===== src/rtl/core/bdq_pkg.sv =====
`timescale 1ns / 1ps
// ----------------------------------------------------------------------------
// bdq_pkg
// Shared types, request and status codes and cell commands for the bounded array deque.
// ----------------------------------------------------------------------------
package bdq_pkg;

    localparam int DEPTH_DEF = 8;
    localparam int VALUE_W   = 32;
    localparam int REQ_W     = 3;
    localparam int STATUS_W  = 2;
    localparam int CMD_W     = 3;
    localparam int S_TDATA_W = VALUE_W;
    localparam int S_TUSER_W = REQ_W;
    localparam int M_TUSER_W = STATUS_W + 1;

    // request codes
    localparam logic [REQ_W-1:0] REQ_PUSH_BACK  = 3'd0;
    localparam logic [REQ_W-1:0] REQ_POP_BACK   = 3'd1;
    localparam logic [REQ_W-1:0] REQ_PUSH_FRONT = 3'd2;
    localparam logic [REQ_W-1:0] REQ_POP_FRONT  = 3'd3;
    localparam logic [REQ_W-1:0] REQ_DUMP       = 3'd4;

    // result status codes
    localparam logic [STATUS_W-1:0] STAT_OK    = 2'd0;
    localparam logic [STATUS_W-1:0] STAT_FULL  = 2'd1;
    localparam logic [STATUS_W-1:0] STAT_EMPTY = 2'd2;

    // cell commands
    localparam logic [CMD_W-1:0] CMD_HOLD       = 3'd0;
    localparam logic [CMD_W-1:0] CMD_APPEND     = 3'd1;
    localparam logic [CMD_W-1:0] CMD_SHIFT_UP   = 3'd2;
    localparam logic [CMD_W-1:0] CMD_SHIFT_DOWN = 3'd3;
    localparam logic [CMD_W-1:0] CMD_ROTATE     = 3'd4;

    typedef struct packed {
        logic [CMD_W-1:0]   cmd;
        logic [VALUE_W-1:0] value;
    } cell_ctrl_t;

endpackage


===== src/rtl/core/bdq_cell.sv =====
`timescale 1ns / 1ps
// ----------------------------------------------------------------------------
// bdq_cell
// One storage slot of the deque: holds, loads, or takes a neighbor's entry.
// ----------------------------------------------------------------------------
module bdq_cell #(
    parameter int IDX   = 0,
    parameter int CNT_W = 4
) (
    input  logic                         aclk,
    input  bdq_pkg::cell_ctrl_t          ctrl,
    input  logic [CNT_W-1:0]             count,
    input  logic [bdq_pkg::VALUE_W-1:0]  lower_data,
    input  logic [bdq_pkg::VALUE_W-1:0]  upper_data,
    input  logic [bdq_pkg::VALUE_W-1:0]  head_data,
    output logic [bdq_pkg::VALUE_W-1:0]  data
);

    localparam logic [CNT_W-1:0] MY_IDX  = CNT_W'(IDX);
    localparam logic [CNT_W-1:0] MY_NEXT = CNT_W'(IDX + 1);

    logic [bdq_pkg::VALUE_W-1:0] data_reg;
    logic [bdq_pkg::VALUE_W-1:0] data_next;

    always_comb begin
        data_next = data_reg;
        case (ctrl.cmd)
            bdq_pkg::CMD_APPEND: begin
                if (count == MY_IDX) begin
                    data_next = ctrl.value;
                end
            end
            bdq_pkg::CMD_SHIFT_UP: begin
                data_next = (IDX == 0) ? ctrl.value : lower_data;
            end
            bdq_pkg::CMD_SHIFT_DOWN: begin
                data_next = upper_data;
            end
            bdq_pkg::CMD_ROTATE: begin
                // the tail slot of the occupied run takes the head back
                data_next = (count == MY_NEXT) ? head_data : upper_data;
            end
            default: begin
                data_next = data_reg;
            end
        endcase
    end

    always_ff @(posedge aclk) begin
        data_reg <= data_next;
    end

    assign data = data_reg;

endmodule


===== src/rtl/core/bounded_array_deque.sv =====
`timescale 1ns / 1ps
// ----------------------------------------------------------------------------
// bounded_array_deque
// Fixed-depth deque built as a row of shifting cells with an occupancy count.
// ----------------------------------------------------------------------------
// channel | dir | ports          | content
// s_      | in  | tdata, tuser   | request: value, req_type
// m_      | out | tdata, tuser,  | result: entry_value, occupancy, status,
//         |     | tlast          | entry_valid, last
//
// push_front and pop_front shift all cells together, push_back writes the cell
// at the count, pop_back only lowers it. a dump enters the dump state, then
// gives one result per held entry, rotating the occupied cells so entry 0 is
// always read from the first cell. reset clears the state, count and output
// valid; cell contents and output data are undefined. a stalled result holds
// the block; while idle, an item is taken when the output is empty or taken.
// ----------------------------------------------------------------------------
module bounded_array_deque #(
    parameter int DEPTH = bdq_pkg::DEPTH_DEF,
    localparam int OCC_W = $clog2(DEPTH + 1),
    localparam int M_TDATA_W = ((bdq_pkg::VALUE_W + OCC_W + 7) / 8) * 8
) (
    input  logic                            aclk,
    input  logic                            aresetn,
    input  logic                            s_tvalid,
    output logic                            s_tready,
    input  logic [bdq_pkg::S_TDATA_W-1:0]   s_tdata,   // value
    input  logic [bdq_pkg::S_TUSER_W-1:0]   s_tuser,   // req_type
    output logic                            m_tvalid,
    input  logic                            m_tready,
    output logic [M_TDATA_W-1:0]            m_tdata,   // entry_value, occupancy
    output logic [bdq_pkg::M_TUSER_W-1:0]   m_tuser,   // status, entry_valid
    output logic                            m_tlast
);

    localparam logic ST_IDLE = 1'b0;
    localparam logic ST_DUMP = 1'b1;
    localparam logic [OCC_W-1:0] FULL_CNT = OCC_W'(DEPTH);
    localparam logic [OCC_W-1:0] ONE_CNT  = OCC_W'(1);

    logic                            state_reg, state_next;
    logic [OCC_W-1:0]                count_reg, count_next;
    logic [OCC_W-1:0]                left_reg, left_next;
    logic                            m_valid_reg, m_valid_next;
    logic [bdq_pkg::STATUS_W-1:0]    m_status_reg, m_status_next;
    logic                            m_ev_reg, m_ev_next;
    logic [bdq_pkg::VALUE_W-1:0]     m_value_reg, m_value_next;
    logic [OCC_W-1:0]                m_occ_reg, m_occ_next;
    logic                            m_last_reg, m_last_next;
    logic                            load;

    logic                            out_free;
    logic                            accept;
    logic                            full;
    logic                            empty;
    bdq_pkg::cell_ctrl_t             ctrl;
    logic [bdq_pkg::VALUE_W-1:0]     cell_data [DEPTH];

    assign out_free = !m_valid_reg || m_tready;
    assign s_tready = (state_reg == ST_IDLE) && out_free;
    assign accept   = s_tvalid && s_tready;
    assign full     = (count_reg == FULL_CNT);
    assign empty    = (count_reg == '0);

    always_comb begin
        state_next    = state_reg;
        count_next    = count_reg;
        left_next     = left_reg;
        m_valid_next  = m_valid_reg && !m_tready;
        load          = 1'b0;
        m_status_next = bdq_pkg::STAT_OK;
        m_ev_next     = 1'b0;
        m_value_next  = '0;
        m_last_next   = 1'b1;
        ctrl.cmd      = bdq_pkg::CMD_HOLD;
        ctrl.value    = s_tdata;

        if (accept) begin
            load = 1'b1;
            case (s_tuser)
                bdq_pkg::REQ_PUSH_BACK: begin
                    if (full) begin
                        m_status_next = bdq_pkg::STAT_FULL;
                    end else begin
                        ctrl.cmd   = bdq_pkg::CMD_APPEND;
                        count_next = count_reg + ONE_CNT;
                    end
                end
                bdq_pkg::REQ_POP_BACK: begin
                    if (empty) begin
                        m_status_next = bdq_pkg::STAT_EMPTY;
                    end else begin
                        count_next = count_reg - ONE_CNT;
                    end
                end
                bdq_pkg::REQ_PUSH_FRONT: begin
                    if (full) begin
                        m_status_next = bdq_pkg::STAT_FULL;
                    end else begin
                        ctrl.cmd   = bdq_pkg::CMD_SHIFT_UP;
                        count_next = count_reg + ONE_CNT;
                    end
                end
                bdq_pkg::REQ_POP_FRONT: begin
                    if (empty) begin
                        m_status_next = bdq_pkg::STAT_EMPTY;
                    end else begin
                        ctrl.cmd   = bdq_pkg::CMD_SHIFT_DOWN;
                        count_next = count_reg - ONE_CNT;
                    end
                end
                bdq_pkg::REQ_DUMP: begin
                    if (empty) begin
                        m_status_next = bdq_pkg::STAT_EMPTY;
                    end else begin
                        // results come out of the dump state
                        load       = 1'b0;
                        state_next = ST_DUMP;
                        left_next  = count_reg;
                    end
                end
                default: begin
                    m_status_next = bdq_pkg::STAT_OK;
                end
            endcase
            m_valid_next = m_valid_next || load;
        end else if (state_reg == ST_DUMP && out_free) begin
            load         = 1'b1;
            m_valid_next = 1'b1;
            m_ev_next    = 1'b1;
            m_value_next = cell_data[0];
            m_last_next  = (left_reg == ONE_CNT);
            ctrl.cmd     = bdq_pkg::CMD_ROTATE;
            left_next    = left_reg - ONE_CNT;
            if (left_reg == ONE_CNT) begin
                state_next = ST_IDLE;
            end
        end
        m_occ_next = count_next;
    end

    always_ff @(posedge aclk) begin
        if (!aresetn) begin
            state_reg   <= ST_IDLE;
            count_reg   <= '0;
            left_reg    <= '0;
            m_valid_reg <= 1'b0;
        end else begin
            state_reg   <= state_next;
            count_reg   <= count_next;
            left_reg    <= left_next;
            m_valid_reg <= m_valid_next;
        end
    end

    always_ff @(posedge aclk) begin
        if (load) begin
            m_status_reg <= m_status_next;
            m_ev_reg     <= m_ev_next;
            m_value_reg  <= m_value_next;
            m_occ_reg    <= m_occ_next;
            m_last_reg   <= m_last_next;
        end
    end

    genvar gi;
    generate
        for (gi = 0; gi < DEPTH; gi++) begin : g_cell
            localparam int LO = (gi == 0) ? 0 : gi - 1;
            localparam int HI = (gi == DEPTH - 1) ? 0 : gi + 1;
            bdq_cell #(
                .IDX   (gi),
                .CNT_W (OCC_W)
            ) u_cell (
                .aclk       (aclk),
                .ctrl       (ctrl),
                .count      (count_reg),
                .lower_data (cell_data[LO]),
                .upper_data (cell_data[HI]),
                .head_data  (cell_data[0]),
                .data       (cell_data[gi])
            );
        end
    endgenerate

    assign m_tvalid = m_valid_reg;
    assign m_tdata  = M_TDATA_W'({m_occ_reg, m_value_reg});
    assign m_tuser  = {m_ev_reg, m_status_reg};
    assign m_tlast  = m_last_reg;

endmodule


===== config.mk =====
export PLATFORM = sky130hd
export DESIGN_NAME = bounded_array_deque
export DESIGN_NICKNAME = d
export VERILOG_FILES = /design/src/rtl/core/bdq_pkg.sv /design/src/rtl/core/bdq_cell.sv /design/src/rtl/core/bounded_array_deque.sv
export SDC_FILE = /design/constraint.sdc
export NUM_CORES = 1
export LEC_CHECK = 0
export ABC_AREA = 1
export BUFFER_PORTS_ARGS = -buffer_cell sky130_fd_sc_hd__buf_2
export CAP_MARGIN = 20
export CORE_MARGIN = 4
export CORE_UTILIZATION = 35
export CTS_CLUSTER_SIZE = 25
export DETAILED_ROUTE_END_ITERATION = 7
export PLACE_DENSITY = 0.53
export SYNTH_ARGS = -nofsm -noshare
export SYNTH_HDL_FRONTEND = slang
export SYNTH_SLANG_ARGS = --single-unit

===== constraint.sdc =====
create_clock -name aclk -period 10.3 [get_ports aclk]
set_clock_uncertainty 0.2 [all_clocks]
set_input_delay 2.06 -clock aclk [delete_from_list [all_inputs] [get_ports aclk]]
set_output_delay 2.06 -clock aclk [all_outputs]
set_load 0.005 [all_outputs]

==> impl_metrics.csv <==
group,metric,value,unit
outcome,status,"completed",
critical_path,slowest_delay,0.95,ns
logic_synthesis,synthArstFlopShare,0,%
clocking,cts_tree,"yes",
drt,drc_errors,0,
sta,fin_crit,5.75,ns
critical_path,crit_required,10.50,ns
power_and_ir_drop,internal_power,2.58,mW
finish,nFillCells,5010,
place,dpl_cell_area,18300,sq um
place,place_hpwl,30500,um
clocking,hold_buffers,0,
logic_synthesis,synth-edff-count,296,
die,initial_core_util,35.4,%
min_path,whs_path_depth,2,
clocking,cts_resized,0,
finish,syn2layout_area_growth,10.3,%
die,io-pin-count,85,
sta,holdWs,0.301,ns
logic_synthesis,synth_most_common_cell,"nand4_1",
critical_path,end_kind,"flop",
clocking,clock_latency,0.56,ns
critical_path,critPathKind,"input port to flop",
critical_path,r2r_cells,10,
grt,grt_pass1_vias,15737,
min_path,min_from,"state_reg$_SDFFE_PN0P_",
die,placementRows,82,
power_and_ir_drop,power_density,192,nW/um^2
logic_synthesis,synth_area,17700,sq um
finish,layout-drive-gt1-share,10.8,%
sta,setup_tns,0,ns
sta,rsz0062_at_grt,"no",
grt,grt_use_total,21.9,%
critical_path,cp_max_fo,132,
logic_synthesis,synth-main-ff-cell,"edfxtp_1",
finish,largest_reg_flops,256,
critical_path,r2r-start,"count_reg[0]$_SDFF_PN0_",
drt,drt_first_pass_iters,6,
logic_synthesis,netlist.area_leader.share,50.1,%
drt,wirelength,61400,um
finish,final_cell_count_no_fill,2632,
drt,post_drt_wl_per_cell,23.3,um
logic_synthesis,synth_warnings,0,
grt,grt_overflow,0,
critical_path,cp_cell_sequence,"buf_2, inv_2, nand2_1, nor2_1, nand2_1, nand2_8, nand2_4, inv_6, buf_4, nand3_1, nand4_1",
sta,max_freq,0.174,GHz
critical_path,r2r_slack,5.43,ns
power_and_ir_drop,pwr-share-comb,18.4,%
logic_synthesis,synth.distinct_cells,31,
power_and_ir_drop,switching_share,31.5,%
clocking,cts_sinks,306,
critical_path,worst_path_max_delay_cell,"inv_6",
logic_synthesis,ys_seq_elements,306,
logic_synthesis,syn_inst,1983,
logic_synthesis,synth_top_cell_by_area,"edfxtp_1",
finish,multiInputGateArea,7520,sq um
critical_path,worst_r2r_endpoint,"g_cell[4].u_cell.data[2]$_DFFE_PP_",
critical_path,crit_path_start_kind,"input port",
grt,grtUsageMet1,29.6,%
logic_synthesis,avgSynthCellArea,8.95,sq um
sta,slew_violations,0,
finish,nNetsFinal,1974,
power_and_ir_drop,clkPwrFrac,35.9,%
flow_run,cap_viol_max_count,0,
clocking,root_buffer,"clkbuf_16",
sta,setup_viol,0,
sta,period_share,55.8,%
drt,drt.antenna.violating_nets,0,
clocking,post_cts_buffers,0,
place,io_buffers,80,
critical_path,arrival,5.95,ns
sta,hold_viol_final,0,
die,chipWidth,233,um
grt,antenna_found_initial,2,
grt,use_met2,36.1,%
finish,stdcell_area,19600,sq um
sta,tightest_slew,1.13,ns
logic_synthesis,seq_area_frac_synth,51.2,%
grt,grt_max_degree,167,
power_and_ir_drop,seq_power_share,45.7,%
die,die_y,233,um
place,dp_cells,2560,
drt,viasPerCell,6.24,
clocking,cts_buffers,38,
drt,dr_total_vias,16430,
min_path,holdPathEnd,"state_reg$_SDFFE_PN0P_",
critical_path,crit_path_frequent_cell,"nand2_1",
grt,grt_pass1_wl,94500,um
clocking,clock_path_buffers,3,
grt,top_usage_layer,"met2",
die,dieArea,54400,sq um
logic_synthesis,ys_top_cells_by_area,"edfxtp_1, nand4_1, nand3_1, nand2_1, o211ai_1",
finish,seq_area,9090,sq um
place,place.gp.congestion,0.797,
clocking,path_clk_slew,0.05,ns
power_and_ir_drop,p_leak,6.63,nW
grt,gr-usage-met3,3.61,%
min_path,hp-class,"flop to flop",
sta,slew_headroom,24.5,%
logic_synthesis,synth_commonest_cells,"nand4_1, nand2_1, nand3_1",
clocking,cts-htree-levels,2,
power_and_ir_drop,worst_ir_drop_vdd,0.114,mV
die,core,50200,sq um
power_and_ir_drop,netSwitchingPower,1.18,mW
drt,drt_iter0_drc,2215,
metrics by stage:
| stage | worst slack, ns | total power [mW] | util, % |
|---|---|---|---|
| 2_1_floorplan | 5.18 | 2.16 | - |
| 3_3_place_gp | 4.03 | 2.42 | 36.5 |
| 3_5_place_dp | 4.00 | 2.43 | 36.5 |
| 4_1_cts | 4.57 | 3.78 | 39.0 |
| 5_1_grt | 4.35 | 3.93 | 39.0 |
| 6_report | 4.55 | 3.76 | 39.0 |
cell usage in the layout, fill, tap and decap left out, types with 3 or more instances in the layout:
| cell | instances |
|---|---|
| o21ai_0 | 105 |
| nand2_2 | 5 |
| o211ai_1 | 99 |
| ha_1 | 6 |
| buf_4 | 24 |
| nand4_1 | 385 |
| nand2_1 | 356 |
| clkinv_2 | 6 |
| clkinv_1 | 7 |
| nand3_2 | 22 |
| nor2_1 | 54 |
| inv_6 | 3 |
| nand3_1 | 318 |
| conb_1 | 4 |
| a21oi_1 | 36 |
| buf_2 | 80 |
| clkbuf_1 | 10 |
| o21ai_1 | 6 |
| dfxtp_1 | 10 |
| inv_1 | 49 |
| clkbuf_16 | 41 |
| inv_2 | 14 |
| buf_12 | 3 |
| edfxtp_1 | 296 |
kinds of logic after synthesis:
group	Yosys count	synth area share, %
AO/OA/AOI/OAI	249	8.49
XOR/XNOR	2	0.0987
adder cells (fa/ha/maj)	6	0.423
buffers and inverters	270	6.75
flip-flops	306	51.2
other	1	0.0211
AND/OR/NAND/NOR	1149	33.0
final cells by class:
type | instances | area share, %
flip-flops and latches | 306 | 46.4
diodes | 2 | 0.0256
clock buffers | 53 | 5.57
repair buffers | 107 | 3.27
multi-input cells | 1410 | 38.4
inverters | 66 | 1.34
clock inverters | 16 | 0.633
well taps | 672 | 4.30
layer usage:
metal  vias to the layer above  wire, um
met3                       111      4480
met1                      8132     26000
met2                       764     29200
li1                       7423         -
met5                         -         0
met4                         0      1700
worst max-delay path: cells and delay by family:
| kind | cells | cell delay, ns |
|---|---|---|
| simple gates | 7 | 1.97 |
| buf+inv | 4 | 1.80 |
power by group through the flow:
stage                     Combinational, mW  Sequential [mW]  Clock, mW
after detailed placement              0.688             1.74          0
final                                 0.691             1.72       1.35
after global placement                0.677             1.74          0
after floorplan                       0.443             1.71          0
after global routing                  0.757             1.74       1.43
after CTS                             0.688             1.72       1.38
worst max path at each step:
stage | start | to | slack, ns | cells past startpoint
2_1_floorplan | s_tuser[1] | g_cell[7].u_cell.data[0]$_DFFE_PP_ | 5.18 | 7
3_3_place_gp | s_tuser[1] | g_cell[4].u_cell.data[6]$_DFFE_PP_ | 4.03 | 9
3_5_place_dp | s_tuser[0] | g_cell[4].u_cell.data[6]$_DFFE_PP_ | 4.00 | 9
4_1_cts | s_tuser[0] | g_cell[4].u_cell.data[6]$_DFFE_PP_ | 4.57 | 9
5_1_grt | s_tuser[2] | g_cell[4].u_cell.data[2]$_DFFE_PP_ | 4.35 | 11
6_report | s_tuser[2] | g_cell[4].u_cell.data[2]$_DFFE_PP_ | 4.55 | 11
(Power assumes the default switching activity.)
